<file path="config.mk">
export PLATFORM = sky130hd
export DESIGN_NAME = humidity_temperature_sensor_master_core
export DESIGN_NICKNAME = d
export VERILOG_FILES = /design/src/hdl/htsm_pkg.sv /design/src/hdl/humidity_temperature_sensor_master_core.sv /design/src/hdl/htsm_conv.sv /design/src/hdl/htsm_datapath.sv /design/src/hdl/htsm_ctrl.sv
export SDC_FILE = /design/constraint.sdc
export NUM_CORES = 2
export LEC_CHECK = 0
export ABC_AREA = 1
export BUFFER_PORTS_ARGS = -buffer_cell sky130_fd_sc_hd__buf_2
export CORE_AREA = 2 2 275 277
export CTS_CLUSTER_DIAMETER = 50
export DETAILED_ROUTE_END_ITERATION = 7
export DIE_AREA = 0 0 277 279
export PLACE_DENSITY = 0.92
export SLEW_MARGIN = 20
export SYNTH_ARGS = -nofsm -noshare
export SYNTH_HDL_FRONTEND = slang
export SYNTH_SLANG_ARGS = --single-unit
</file>
<file path="constraint.sdc">
create_clock -name clk -period 19.15 [get_ports clk]
set_clock_uncertainty 0.05 [all_clocks]
set_input_delay 3.83 -clock clk [delete_from_list [all_inputs] [get_ports clk]]
set_output_delay 3.83 -clock clk [all_outputs]
set_load 0.01 [all_outputs]
</file>
<file path="src/hdl/htsm_pkg.sv">
// Shared types, codes and constants for the two-wire sensor master.
`timescale 1ns / 1ps
package htsm_pkg;

    localparam int WAIT_WIDTH_DEF   = 24;
    localparam int RESET_CLOCKS_DEF = 9;
    localparam int CFG_WAIT_W       = 24;
    localparam int BIT_W            = 4;
    localparam int PADDR_W          = 3;
    localparam int PDATA_W          = 32;

    localparam logic [CFG_WAIT_W-1:0] WAIT_TICKS_RST = 24'd310000;

    localparam logic [1:0] KIND_TICK = 2'd0;
    localparam logic [1:0] KIND_INIT = 2'd1;
    localparam logic [1:0] KIND_TEMP = 2'd2;
    localparam logic [1:0] KIND_HUM  = 2'd3;

    localparam logic REG_STATUS = 1'b0;
    localparam logic REG_WAIT   = 1'b1;

    localparam logic [7:0] CMD_INIT = 8'h06;
    localparam logic [7:0] CMD_TEMP = 8'h03;
    localparam logic [7:0] CMD_HUM  = 8'h05;

    localparam logic [1:0] BYTE_FIRST  = 2'd0;
    localparam logic [1:0] BYTE_SECOND = 2'd1;
    localparam logic [1:0] BYTE_THIRD  = 2'd2;
    localparam logic [1:0] BYTE_FOURTH = 2'd3;

    // conversion coefficients, hundredths scaled by 2^20
    localparam int C0_W   = 34;
    localparam int C1_W   = 26;
    localparam int C2_W   = 16;
    localparam int RAW_W  = 16;
    localparam int SQ_W   = 2 * RAW_W;
    localparam int P1_W   = C1_W + RAW_W;
    localparam int P2_W   = C2_W + SQ_W;
    localparam int ACC_W  = 50;
    localparam int FRAC_W = 20;
    localparam int VAL_W  = 16;

    localparam logic signed [C0_W-1:0] TEMP_C0    = -34'sd4204789760;
    localparam logic signed [C0_W-1:0] HUM_C0     = -34'sd455795016;
    localparam logic [C1_W-1:0]        TEMP_C1_LO = 26'd4194304;
    localparam logic [C1_W-1:0]        TEMP_C1_HI = 26'd1048576;
    localparam logic [C1_W-1:0]        HUM_C1_LO  = 26'd61572383;
    localparam logic [C1_W-1:0]        HUM_C1_HI  = 26'd3848274;
    localparam logic [C2_W-1:0]        HUM_C2_LO  = 16'd42829;
    localparam logic [C2_W-1:0]        HUM_C2_HI  = 16'd167;

    typedef enum logic [3:0] {
        PH_IDLE, PH_RST_LO, PH_RST_HI,
        PH_S0, PH_S1, PH_S2, PH_S3, PH_S4, PH_S5,
        PH_W_LO, PH_W_HI, PH_WAIT, PH_R_LO, PH_R_HI, PH_DONE
    } phase_t;

    typedef enum logic [2:0] {
        CV_IDLE, CV_MUL1, CV_MUL2, CV_SUM, CV_SAT
    } conv_state_t;

    typedef enum logic [1:0] {
        BIT_HOLD, BIT_CLR, BIT_INC
    } bit_op_t;

    typedef enum logic [2:0] {
        SH_HOLD, SH_CLEAR, SH_LOAD_INIT, SH_LOAD_TEMP, SH_LOAD_HUM,
        SH_LOAD_STATUS, SH_SHIFT
    } shift_op_t;

    typedef struct packed {
        bit_op_t    bit_op;
        logic       byte_we;
        logic [1:0] byte_val;
        shift_op_t  shift_op;
        logic       high_we;
        logic       wait_clr;
        logic       wait_inc;
        logic       lowres_we;
        logic       conv_start;
        logic       conv_hum;
    } dp_cmd_t;

    typedef struct packed {
        logic       bit_lt8;
        logic       rst_last;
        logic       wait_last;
        logic       write_bit;
        logic [1:0] byte_count;
        logic       conv_busy;
    } dp_stat_t;

    typedef struct packed {
        logic clock;
        logic release_n;
        logic busy;
        logic result_valid;
        logic is_humidity;
    } pin_t;

endpackage

</file>
<file path="src/hdl/humidity_temperature_sensor_master_core.sv">
// Top level: register port, sequencer, datapath and output register.
`timescale 1ns / 1ps
// Two-wire humidity/temperature sensor master. Each input beat is one
// half-bit tick and yields exactly one output beat carrying the clock pin
// level, the data pin drive (1 released, 0 pulled low), a busy flag and, on
// the closing tick of a measurement, the raw word and its value in
// hundredths. One beat is taken per clock while the output register drains
// and no conversion runs. After the second data byte of a measurement the
// conversion unit runs through two multiplier stages, a sum and a saturation
// stage; input beats are held off while it runs. status_byte sits at address 0 and
// wait_ticks at address 4; write them only while no sequence runs.
module humidity_temperature_sensor_master_core #(
    parameter int WAIT_WIDTH   = htsm_pkg::WAIT_WIDTH_DEF,
    parameter int RESET_CLOCKS = htsm_pkg::RESET_CLOCKS_DEF
) (
    input  logic                               clk,
    input  logic                               rst_n,
    input  logic                               in_valid,
    output logic                               in_stall,
    input  logic [1:0]                         kind,
    input  logic                               data_in,
    output logic                               out_valid,
    input  logic                               out_stall,
    output logic                               clock_out,
    output logic                               data_release,
    output logic                               busy_res,
    output logic                               result_valid,
    output logic                               is_humidity,
    output logic [15:0]                        raw_reading,
    output logic signed [15:0]                 value_hundredths,
    input  logic                               psel,
    input  logic                               penable,
    input  logic                               pwrite,
    input  logic [htsm_pkg::PADDR_W-1:0]       paddr,
    input  logic [htsm_pkg::PDATA_W-1:0]       pwdata,
    output logic [htsm_pkg::PDATA_W-1:0]       prdata,
    output logic                               pready
);
    import htsm_pkg::*;

    localparam int CW = (WAIT_WIDTH < CFG_WAIT_W) ? WAIT_WIDTH : CFG_WAIT_W;

    logic [7:0]              status_reg;
    logic [CW-1:0]           wait_ticks_reg;
    logic                    cfg_we;
    logic                    step;
    dp_cmd_t                 cmd;
    dp_stat_t                stat;
    pin_t                    pins;
    logic [RAW_W-1:0]        raw;
    logic signed [VAL_W-1:0] value;

    logic                    out_valid_reg;
    logic                    clock_reg;
    logic                    release_reg;
    logic                    busy_reg;
    logic                    result_reg;
    logic                    hum_reg;
    logic [RAW_W-1:0]        raw_reg;
    logic signed [VAL_W-1:0] value_reg;

    assign pready = 1'b1;
    assign cfg_we = psel && penable && pwrite && pready;

    always_ff @(posedge clk or negedge rst_n)
    begin
        if (!rst_n)
        begin
            status_reg     <= '0;
            wait_ticks_reg <= WAIT_TICKS_RST[CW-1:0];
        end
        else if (cfg_we)
        begin
            if (paddr[2] == REG_STATUS)
                status_reg <= pwdata[7:0];
            else
                wait_ticks_reg <= pwdata[CW-1:0];
        end
    end

    always_comb
    begin
        if (paddr[2] == REG_WAIT)
            prdata = PDATA_W'(wait_ticks_reg);
        else
            prdata = PDATA_W'(status_reg);
    end

    assign in_stall = (out_valid_reg && out_stall) || stat.conv_busy;
    assign step     = in_valid && !in_stall;

    htsm_ctrl u_ctrl (
        .clk   (clk),
        .rst_n (rst_n),
        .step  (step),
        .kind  (kind),
        .stat  (stat),
        .cmd   (cmd),
        .pins  (pins)
    );

    htsm_datapath #(
        .WAIT_WIDTH   (WAIT_WIDTH),
        .RESET_CLOCKS (RESET_CLOCKS)
    ) u_datapath (
        .clk         (clk),
        .rst_n       (rst_n),
        .cmd         (cmd),
        .data_in     (data_in),
        .status_byte (status_reg),
        .wait_ticks  (wait_ticks_reg),
        .stat        (stat),
        .raw         (raw),
        .value       (value)
    );

    always_ff @(posedge clk or negedge rst_n)
    begin
        if (!rst_n)
        begin
            out_valid_reg <= 1'b0;
        end
        else if (step)
        begin
            out_valid_reg <= 1'b1;
        end
        else if (!out_stall)
        begin
            out_valid_reg <= 1'b0;
        end
    end

    always_ff @(posedge clk)
    begin
        if (step)
        begin
            clock_reg   <= pins.clock;
            release_reg <= pins.release_n;
            busy_reg    <= pins.busy;
            result_reg  <= pins.result_valid;
            hum_reg     <= pins.is_humidity;
            raw_reg     <= pins.result_valid ? raw : '0;
            value_reg   <= pins.result_valid ? value : '0;
        end
    end

    assign out_valid        = out_valid_reg;
    assign clock_out        = clock_reg;
    assign data_release     = release_reg;
    assign busy_res         = busy_reg;
    assign result_valid     = result_reg;
    assign is_humidity      = hum_reg;
    assign raw_reading      = raw_reg;
    assign value_hundredths = value_reg;

    a_result_in_sequence: assert property (@(posedge clk) disable iff (!rst_n)
        out_valid && result_valid |-> busy_res)
        else $error("result beat outside a sequence");

    a_idle_pins: assert property (@(posedge clk) disable iff (!rst_n)
        out_valid && !busy_res |-> !clock_out && data_release)
        else $error("pins driven while idle");

    a_no_stray_result: assert property (@(posedge clk) disable iff (!rst_n)
        out_valid && !result_valid |->
            raw_reading == 16'd0 && value_hundredths == 16'sd0 && !is_humidity)
        else $error("result fields set without a result");

    a_conv_done_in_time: assert property (@(posedge clk) disable iff (!rst_n)
        step && pins.result_valid |-> !stat.conv_busy)
        else $error("result taken while conversion runs");

endmodule

</file>
<file path="src/hdl/htsm_conv.sv">
// Multi-cycle conversion of the raw word into hundredths, saturated.
`timescale 1ns / 1ps
module htsm_conv (
    input  logic                          clk,
    input  logic                          rst_n,
    input  logic                          start,
    input  logic                          hum,
    input  logic                          lowres,
    input  logic [htsm_pkg::RAW_W-1:0]    raw,
    output logic                          busy,
    output logic signed [htsm_pkg::VAL_W-1:0] value
);
    import htsm_pkg::*;

    localparam logic signed [ACC_W-1:0] Q_MAX = ACC_W'(32767);
    localparam logic signed [ACC_W-1:0] Q_MIN = ACC_W'(-32768);

    conv_state_t state_reg, state_next;

    logic [RAW_W-1:0]          l_reg;
    logic signed [C0_W-1:0]    c0_reg;
    logic [C1_W-1:0]           c1_reg;
    logic [C2_W-1:0]           c2_reg;
    logic [P1_W-1:0]           p1_reg;
    logic [SQ_W-1:0]           sq_reg;
    logic [P2_W-1:0]           p2_reg;
    logic signed [ACC_W-1:0]   acc_reg;
    logic signed [VAL_W-1:0]   value_reg;
    logic signed [ACC_W-1:0]   q_full;

    always_comb
    begin
        state_next = state_reg;
        case (state_reg)
            CV_IDLE: if (start) state_next = CV_MUL1;
            CV_MUL1: state_next = CV_MUL2;
            CV_MUL2: state_next = CV_SUM;
            CV_SUM:  state_next = CV_SAT;
            CV_SAT:  state_next = CV_IDLE;
            default: state_next = CV_IDLE;
        endcase
    end

    always_comb
    begin
        busy = (state_reg != CV_IDLE);
    end

    always_ff @(posedge clk or negedge rst_n)
    begin
        if (!rst_n)
        begin
            state_reg <= CV_IDLE;
        end
        else
        begin
            state_reg <= state_next;
        end
    end

    assign q_full = acc_reg >>> FRAC_W;

    always_ff @(posedge clk)
    begin
        if (state_reg == CV_IDLE && start)
        begin
            l_reg <= raw;
            if (hum)
            begin
                c0_reg <= HUM_C0;
                c1_reg <= lowres ? HUM_C1_LO : HUM_C1_HI;
                c2_reg <= lowres ? HUM_C2_LO : HUM_C2_HI;
            end
            else
            begin
                c0_reg <= TEMP_C0;
                c1_reg <= lowres ? TEMP_C1_LO : TEMP_C1_HI;
                c2_reg <= '0;
            end
        end
        if (state_reg == CV_MUL1)
        begin
            p1_reg <= P1_W'(c1_reg) * P1_W'(l_reg);
            sq_reg <= SQ_W'(l_reg) * SQ_W'(l_reg);
        end
        if (state_reg == CV_MUL2)
        begin
            p2_reg <= P2_W'(c2_reg) * P2_W'(sq_reg);
        end
        if (state_reg == CV_SUM)
        begin
            acc_reg <= {{(ACC_W-C0_W){c0_reg[C0_W-1]}}, c0_reg}
                       + $signed(ACC_W'(p1_reg)) - $signed(ACC_W'(p2_reg));
        end
        if (state_reg == CV_SAT)
        begin
            if (q_full > Q_MAX)
                value_reg <= Q_MAX[VAL_W-1:0];
            else if (q_full < Q_MIN)
                value_reg <= Q_MIN[VAL_W-1:0];
            else
                value_reg <= q_full[VAL_W-1:0];
        end
    end

    assign value = value_reg;

endmodule

</file>
<file path="src/hdl/htsm_datapath.sv">
// Bit and byte counters, shift register, wait counter and conversion unit.
`timescale 1ns / 1ps
module htsm_datapath #(
    parameter int WAIT_WIDTH   = htsm_pkg::WAIT_WIDTH_DEF,
    parameter int RESET_CLOCKS = htsm_pkg::RESET_CLOCKS_DEF
) (
    input  logic                               clk,
    input  logic                               rst_n,
    input  htsm_pkg::dp_cmd_t                  cmd,
    input  logic                               data_in,
    input  logic [7:0]                         status_byte,
    input  logic [((WAIT_WIDTH < htsm_pkg::CFG_WAIT_W) ? WAIT_WIDTH
                   : htsm_pkg::CFG_WAIT_W)-1:0] wait_ticks,
    output htsm_pkg::dp_stat_t                 stat,
    output logic [htsm_pkg::RAW_W-1:0]         raw,
    output logic signed [htsm_pkg::VAL_W-1:0]  value
);
    import htsm_pkg::*;

    logic [BIT_W-1:0]      bit_count_reg;
    logic [1:0]            byte_count_reg;
    logic [7:0]            shift_reg;
    logic [7:0]            high_reg;
    logic [WAIT_WIDTH-1:0] wait_count_reg;
    logic                  lowres_reg;
    logic [WAIT_WIDTH-1:0] wait_inc;
    logic [BIT_W:0]        bit_inc;
    logic                  conv_busy;

    assign wait_inc = wait_count_reg + WAIT_WIDTH'(1);
    assign bit_inc  = (BIT_W+1)'(bit_count_reg) + (BIT_W+1)'(1);

    always_comb
    begin
        stat            = '0;
        stat.bit_lt8    = (bit_count_reg < BIT_W'(8));
        stat.rst_last   = (bit_inc >= (BIT_W+1)'(RESET_CLOCKS));
        stat.wait_last  = (32'(wait_inc) >= 32'(wait_ticks));
        stat.write_bit  = stat.bit_lt8 ? shift_reg[3'd7 - bit_count_reg[2:0]] : 1'b1;
        stat.byte_count = byte_count_reg;
        stat.conv_busy  = conv_busy;
    end

    always_ff @(posedge clk or negedge rst_n)
    begin
        if (!rst_n)
        begin
            bit_count_reg  <= '0;
            byte_count_reg <= '0;
            shift_reg      <= '0;
            high_reg       <= '0;
            wait_count_reg <= '0;
            lowres_reg     <= 1'b0;
        end
        else
        begin
            case (cmd.bit_op)
                BIT_CLR: bit_count_reg <= '0;
                BIT_INC: bit_count_reg <= bit_inc[BIT_W-1:0];
                default: bit_count_reg <= bit_count_reg;
            endcase
            if (cmd.byte_we)
                byte_count_reg <= cmd.byte_val;
            case (cmd.shift_op)
                SH_CLEAR:       shift_reg <= '0;
                SH_LOAD_INIT:   shift_reg <= CMD_INIT;
                SH_LOAD_TEMP:   shift_reg <= CMD_TEMP;
                SH_LOAD_HUM:    shift_reg <= CMD_HUM;
                SH_LOAD_STATUS: shift_reg <= status_byte;
                SH_SHIFT:       shift_reg <= {shift_reg[6:0], data_in};
                default:        shift_reg <= shift_reg;
            endcase
            if (cmd.high_we)
                high_reg <= shift_reg;
            if (cmd.wait_clr)
                wait_count_reg <= '0;
            else if (cmd.wait_inc)
                wait_count_reg <= wait_inc;
            if (cmd.lowres_we)
                lowres_reg <= (status_byte != 8'd0);
        end
    end

    assign raw = {high_reg, shift_reg};

    htsm_conv u_conv (
        .clk    (clk),
        .rst_n  (rst_n),
        .start  (cmd.conv_start),
        .hum    (cmd.conv_hum),
        .lowres (lowres_reg),
        .raw    ({high_reg, shift_reg}),
        .busy   (conv_busy),
        .value  (value)
    );

endmodule

</file>
<file path="src/hdl/htsm_ctrl.sv">
// Sequencer: start, reset-clock, write, wait and read phases, stepped once per accepted tick.
`timescale 1ns / 1ps
module htsm_ctrl (
    input  logic               clk,
    input  logic               rst_n,
    input  logic               step,
    input  logic [1:0]         kind,
    input  htsm_pkg::dp_stat_t stat,
    output htsm_pkg::dp_cmd_t  cmd,
    output htsm_pkg::pin_t     pins
);
    import htsm_pkg::*;

    phase_t phase_reg, phase_next, phase_eff;
    logic   init_reg, init_next, init_eff;
    logic   hum_reg, hum_next, hum_eff;
    logic   start_init, start_meas;

    // a command starts a sequence on the same tick it arrives
    always_comb
    begin
        start_init = (phase_reg == PH_IDLE) && (kind == KIND_INIT);
        start_meas = (phase_reg == PH_IDLE) && (kind == KIND_TEMP || kind == KIND_HUM);
        phase_eff  = phase_reg;
        init_eff   = init_reg;
        hum_eff    = hum_reg;
        if (start_init)
        begin
            phase_eff = PH_RST_LO;
            init_eff  = 1'b1;
        end
        else if (start_meas)
        begin
            phase_eff = PH_S0;
            init_eff  = 1'b0;
            hum_eff   = (kind == KIND_HUM);
        end
    end

    always_comb
    begin
        phase_next = phase_eff;
        init_next  = init_eff;
        hum_next   = hum_eff;
        case (phase_eff)
            PH_IDLE:   phase_next = PH_IDLE;
            PH_RST_LO: phase_next = PH_RST_HI;
            PH_RST_HI: phase_next = stat.rst_last ? PH_S0 : PH_RST_LO;
            PH_S0:     phase_next = PH_S1;
            PH_S1:     phase_next = PH_S2;
            PH_S2:     phase_next = PH_S3;
            PH_S3:     phase_next = PH_S4;
            PH_S4:     phase_next = PH_S5;
            PH_S5:
                phase_next = (init_eff && stat.byte_count == BYTE_FIRST) ? PH_S0 : PH_W_LO;
            PH_W_LO:   phase_next = PH_W_HI;
            PH_W_HI:
            begin
                if (stat.bit_lt8)
                    phase_next = PH_W_LO;
                else if (init_eff && stat.byte_count == BYTE_THIRD)
                    phase_next = PH_W_LO;
                else if (init_eff)
                    phase_next = PH_DONE;
                else
                    phase_next = PH_WAIT;
            end
            PH_WAIT:   phase_next = stat.wait_last ? PH_R_LO : PH_WAIT;
            PH_R_LO:   phase_next = PH_R_HI;
            PH_R_HI:
            begin
                if (stat.bit_lt8 || stat.byte_count != BYTE_THIRD)
                    phase_next = PH_R_LO;
                else
                    phase_next = PH_DONE;
            end
            PH_DONE:
            begin
                phase_next = PH_IDLE;
                init_next  = 1'b0;
            end
            default:   phase_next = PH_IDLE;
        endcase
    end

    always_comb
    begin
        cmd            = '0;
        cmd.bit_op     = BIT_HOLD;
        cmd.shift_op   = SH_HOLD;
        cmd.conv_hum   = hum_reg;
        pins           = '0;
        pins.release_n = 1'b1;
        pins.busy      = (phase_eff != PH_IDLE);
        if (start_init)
            cmd.bit_op = BIT_CLR;
        if (start_meas)
        begin
            cmd.byte_we  = 1'b1;
            cmd.byte_val = BYTE_FIRST;
        end
        case (phase_eff)
            PH_RST_HI:
            begin
                pins.clock = 1'b1;
                if (stat.rst_last)
                begin
                    cmd.bit_op   = BIT_CLR;
                    cmd.byte_we  = 1'b1;
                    cmd.byte_val = BYTE_FIRST;
                end
                else
                    cmd.bit_op = BIT_INC;
            end
            PH_S1: pins.clock = 1'b1;
            PH_S2:
            begin
                pins.clock     = 1'b1;
                pins.release_n = 1'b0;
            end
            PH_S3: pins.release_n = 1'b0;
            PH_S4:
            begin
                pins.clock     = 1'b1;
                pins.release_n = 1'b0;
            end
            PH_S5:
            begin
                pins.clock  = 1'b1;
                cmd.bit_op  = BIT_CLR;
                cmd.byte_we = 1'b1;
                if (init_eff && stat.byte_count == BYTE_FIRST)
                    cmd.byte_val = BYTE_SECOND;
                else
                begin
                    cmd.byte_val = BYTE_THIRD;
                    if (init_eff)
                        cmd.shift_op = SH_LOAD_INIT;
                    else if (hum_eff)
                        cmd.shift_op = SH_LOAD_HUM;
                    else
                        cmd.shift_op = SH_LOAD_TEMP;
                end
            end
            PH_W_LO: pins.release_n = stat.write_bit;
            PH_W_HI:
            begin
                pins.clock     = 1'b1;
                pins.release_n = stat.write_bit;
                cmd.bit_op     = BIT_INC;
                if (!stat.bit_lt8)
                begin
                    if (init_eff && stat.byte_count == BYTE_THIRD)
                    begin
                        cmd.byte_we   = 1'b1;
                        cmd.byte_val  = BYTE_FOURTH;
                        cmd.bit_op    = BIT_CLR;
                        cmd.shift_op  = SH_LOAD_STATUS;
                        cmd.lowres_we = 1'b1;
                    end
                    else if (!init_eff)
                        cmd.wait_clr = 1'b1;
                end
            end
            PH_WAIT:
            begin
                cmd.wait_inc = 1'b1;
                if (stat.wait_last)
                begin
                    cmd.bit_op   = BIT_CLR;
                    cmd.byte_we  = 1'b1;
                    cmd.byte_val = BYTE_FIRST;
                    cmd.shift_op = SH_CLEAR;
                end
            end
            PH_R_LO: pins.release_n = stat.bit_lt8;
            PH_R_HI:
            begin
                pins.clock     = 1'b1;
                pins.release_n = stat.bit_lt8;
                if (stat.bit_lt8)
                begin
                    cmd.bit_op = BIT_INC;
                    if (stat.byte_count == BYTE_FIRST || stat.byte_count == BYTE_SECOND)
                        cmd.shift_op = SH_SHIFT;
                end
                else
                begin
                    cmd.bit_op = BIT_CLR;
                    if (stat.byte_count == BYTE_FIRST)
                    begin
                        cmd.high_we  = 1'b1;
                        cmd.shift_op = SH_CLEAR;
                        cmd.byte_we  = 1'b1;
                        cmd.byte_val = BYTE_SECOND;
                    end
                    else if (stat.byte_count == BYTE_SECOND)
                    begin
                        cmd.byte_we    = 1'b1;
                        cmd.byte_val   = BYTE_THIRD;
                        cmd.conv_start = 1'b1;
                    end
                end
            end
            PH_DONE:
            begin
                pins.result_valid = !init_eff;
                pins.is_humidity  = !init_eff && hum_eff;
            end
            default:
            begin
                pins.clock = 1'b0;
            end
        endcase
        if (!step)
        begin
            cmd          = '0;
            cmd.bit_op   = BIT_HOLD;
            cmd.shift_op = SH_HOLD;
            cmd.conv_hum = hum_reg;
        end
    end

    always_ff @(posedge clk or negedge rst_n)
    begin
        if (!rst_n)
        begin
            phase_reg <= PH_IDLE;
            init_reg  <= 1'b0;
            hum_reg   <= 1'b0;
        end
        else if (step)
        begin
            phase_reg <= phase_next;
            init_reg  <= init_next;
            hum_reg   <= hum_next;
        end
    end

endmodule
</file>
==> flow_metrics.env <==
export IMPL_status="complete, no violations"
export IMPL_crit_arrival_ns=4.90
export IMPL_end_kind="primary output"
export IMPL_postCtsResizedCells=0
export IMPL_synthCells=5501
export IMPL_grt_total_usage=0.336
export IMPL_initialDrtViolationCount=3118
export IMPL_grt_max_degree=73
export IMPL_fin_ws_ns=10.37
export IMPL_setup_tns_ns=0
export IMPL_nNetsFinal=6930
export IMPL_synthXorXnorAreaFrac=0.0310
export IMPL_hold_viol=0
export IMPL_area_growth_pct=6.36
export IMPL_num_antenna_cells=0
export IMPL_worstPathRequired_ns=15.27
export IMPL_ys_types=62
export IMPL_cp_startpoint="paddr[2]"
export IMPL_ioPinCount=117
export IMPL_r2r_end="u_datapath.u_conv.p1_reg[41]$_DFFE_PP_"
export IMPL_clk_latency_ns=0.61
export IMPL_met3_length_mm=10.7
export IMPL_first_pass_iters=6
export IMPL_synthArstFlopShare=0.282
export IMPL_grt_overflow_total=0
export IMPL_r2r_cells=26
export IMPL_syn_cell_area_sq_mm=0.0478
export IMPL_die_area_sq_mm=0.0773
export IMPL_clockBufferDepth=3
export IMPL_drc=0
export IMPL_dr_max_layer_used="met5"
export IMPL_drv_cap=0
export IMPL_start_util=0.646
export IMPL_cts_buffers=43
export IMPL_slowest_stage="buf_2"
export IMPL_cp_max_fo=24
export IMPL_antenna_found_initial=1
export IMPL_h_tree_depth=2
export IMPL_synth_compound_area_frac=0.0668
export IMPL_clockRootBuffer="clkbuf_16"
export IMPL_worstMarginPinSlew_ns=1.15
export IMPL_slew_headroom=0.231
export IMPL_post_drt_via_cell_ratio=5.67
export IMPL_avgSynthCellArea_sq_um=8.69
export IMPL_r2r_slack_ns=11.83
export IMPL_worstSetupEndpoint="prdata[7]"
export IMPL_ys_ff_latch=316
export IMPL_fin_crit_sh=0.459
export IMPL_setup_viol=0
export IMPL_dieWidth_microns=277
export IMPL_startpoint_type="input pin"
export IMPL_place_port_buffers=97
export IMPL_grt_pass1_wl_mm=205
export IMPL_layout_commonest_cell="inv_1"
export IMPL_core_area_sq_mm=0.0741
export IMPL_routed_wl_met2_mm=62.1
export IMPL_hpwl_mm=105
export IMPL_clock_sinks=316
export IMPL_r2r_start="u_datapath.u_conv.c0_reg[30]$_DFFE_PP_"
export IMPL_cts_tree="built"
export IMPL_drt_met1_wl_mm=46.5
export IMPL_ant_nets=0
export IMPL_synth_seq_area_share=0.189
export IMPL_synthAdderAreaFrac=0.450
export IMPL_synth_top_family_by_area="adder cells"
export IMPL_slowest_delay_ns=0.36
export IMPL_rsz0062_at_grt="false"
export IMPL_hold_class="reg -> reg"
export IMPL_synthMuxAreaShare=0.000235
export IMPL_cts_hold_buf=0
export IMPL_crit_chain="buf_2 -> inv_1 -> o21ai_0 -> buf_2"
export IMPL_wl_per_cell_microns=19.1
export IMPL_clk_pin_slew_ns=0.06
export IMPL_finalCriticalPeriod_ns=8.78
export IMPL_drive_above_1_share=0.0489
export IMPL_slew_viol_final=0
export IMPL_fmax_mhz=114
export IMPL_final_cell_mix="inv_1, nand2_1, fa_1"
export IMPL_place_gp_congestion=1.02
export IMPL_cts_setup_buffers=0
export IMPL_largest_reg_flops=48
export IMPL_criticalPathCategory="in -> out"
export IMPL_ys_flop_type="edfxtp_1"
export IMPL_drt_wl_total_mm=126
export IMPL_die_h_microns=279
export IMPL_num_rows=100
export IMPL_pre_cts_ws_ns=10.40
export IMPL_cp_common_cell="buf_2"
export IMPL_grt_pass1_vias=41000
export IMPL_yosys_warnings=0
export IMPL_synth_edff_count=227
export IMPL_yosys_area_share_simple=0.131
export IMPL_dr_total_vias=37400
-- through the flow --
step	hold WS (ns)	std cells	instance area (sq um)	util
finish	0.426	6592	50900	0.687
global route	0.438	6592	50900	0.687
CTS	0.424	6592	50900	0.687
detailed placement	0.409	6513	49400	0.667
global placement	0.408	6513	49400	0.667
floorplan	0.397	5508	47800	-
-- per-layer routing --
| metal | track usage | up-vias |
|---|---|---|
| met1 | 0.390 | 18100 |
| met5 | 0 | - |
| met2 | 0.593 | 1861 |
| met3 | 0.0706 | 485 |
| met4 | 0.166 | 2 |
| li1 | - | 16900 |
-- cells in the mapped netlist (3+ instances only) --
master	instances	area, sq um
ha_1	590	7380
xor2_1	129	1130
clkbuf_1	64	240
o22ai_1	9	56.3
nand2_2	10	62.6
dfrtp_1	79	1980
and3_1	4	25.0
xnor2_1	40	350
o21bai_1	19	143
nand3_2	4	40.0
buf_4	9	67.6
nor3_1	39	195
inv_2	8	30.0
a31oi_1	32	200
buf_1	7	26.3
nand2_4	8	90.1
nand4_1	34	213
dfstp_2	10	263
a22o_1	3	26.3
a211oi_1	3	22.5
buf_2	6	30.0
nor4_1	22	138
fa_1	706	14100
a21oi_1	230	1150
o221ai_1	7	61.3
or2_2	7	43.8
o21ai_1	6	30.0
nand2_1	898	3370
a21o_1	36	270
nor2_1	318	1190
nand3_1	120	601
inv_1	1566	5880
o211ai_1	11	82.6
nand3_4	5	87.6
nor2_4	3	33.8
edfxtp_1	227	6820
nor2_2	7	43.8
o21a_1	10	75.1
a21boi_0	8	60.1
o21ai_0	179	896
-- worst max-delay path, delay by kind of cell --
kind	cells	cell delay (ns)
buffers and inverters	3	0.79
AOI/OAI and AO/OA	1	0.27
-- layout make-up --
type                       instances  area, sq um
multi-input combinational       3530        32500
inverter                        1576         5920
clock buffer                      51         1140
timing repair buffer             122          676
tap                              969         1210
clock inverter                    28          328
sequential                       316         9060
fill                            5398        23200
-- worst min-delay path by stage --
stage / cells after the start / endpoint / start / slack [ns]
after CTS: 0 / u_datapath.u_conv.l_reg[12]$_DFFE_PP_ / u_datapath.high_reg[4]$_DFFE_PN0P_ / 0.42
final: 0 / u_datapath.u_conv.l_reg[12]$_DFFE_PP_ / u_datapath.high_reg[4]$_DFFE_PN0P_ / 0.43
after global placement: 0 / u_datapath.u_conv.l_reg[10]$_DFFE_PP_ / u_datapath.high_reg[2]$_DFFE_PN0P_ / 0.41
after detailed placement: 0 / u_datapath.u_conv.l_reg[12]$_DFFE_PP_ / u_datapath.high_reg[4]$_DFFE_PN0P_ / 0.41
after floorplan: 0 / u_datapath.u_conv.l_reg[10]$_DFFE_PP_ / u_datapath.high_reg[2]$_DFFE_PN0P_ / 0.40
after global routing: 0 / u_datapath.u_conv.l_reg[10]$_DFFE_PP_ / u_datapath.high_reg[2]$_DFFE_PN0P_ / 0.44
-- cells by family after synthesis --
family,count (synthesis)
buffers and inverters,1662
and+or+nand+nor,1489
adders and majority gates,1296
AOI/OAI and AO/OA,566
DFF,316
xor gates and xnor gates,169
other,2
muxes,1
Power is not shown: default switching activity piles up to over one toggle a cycle in this logic, so the estimate is an artifact.
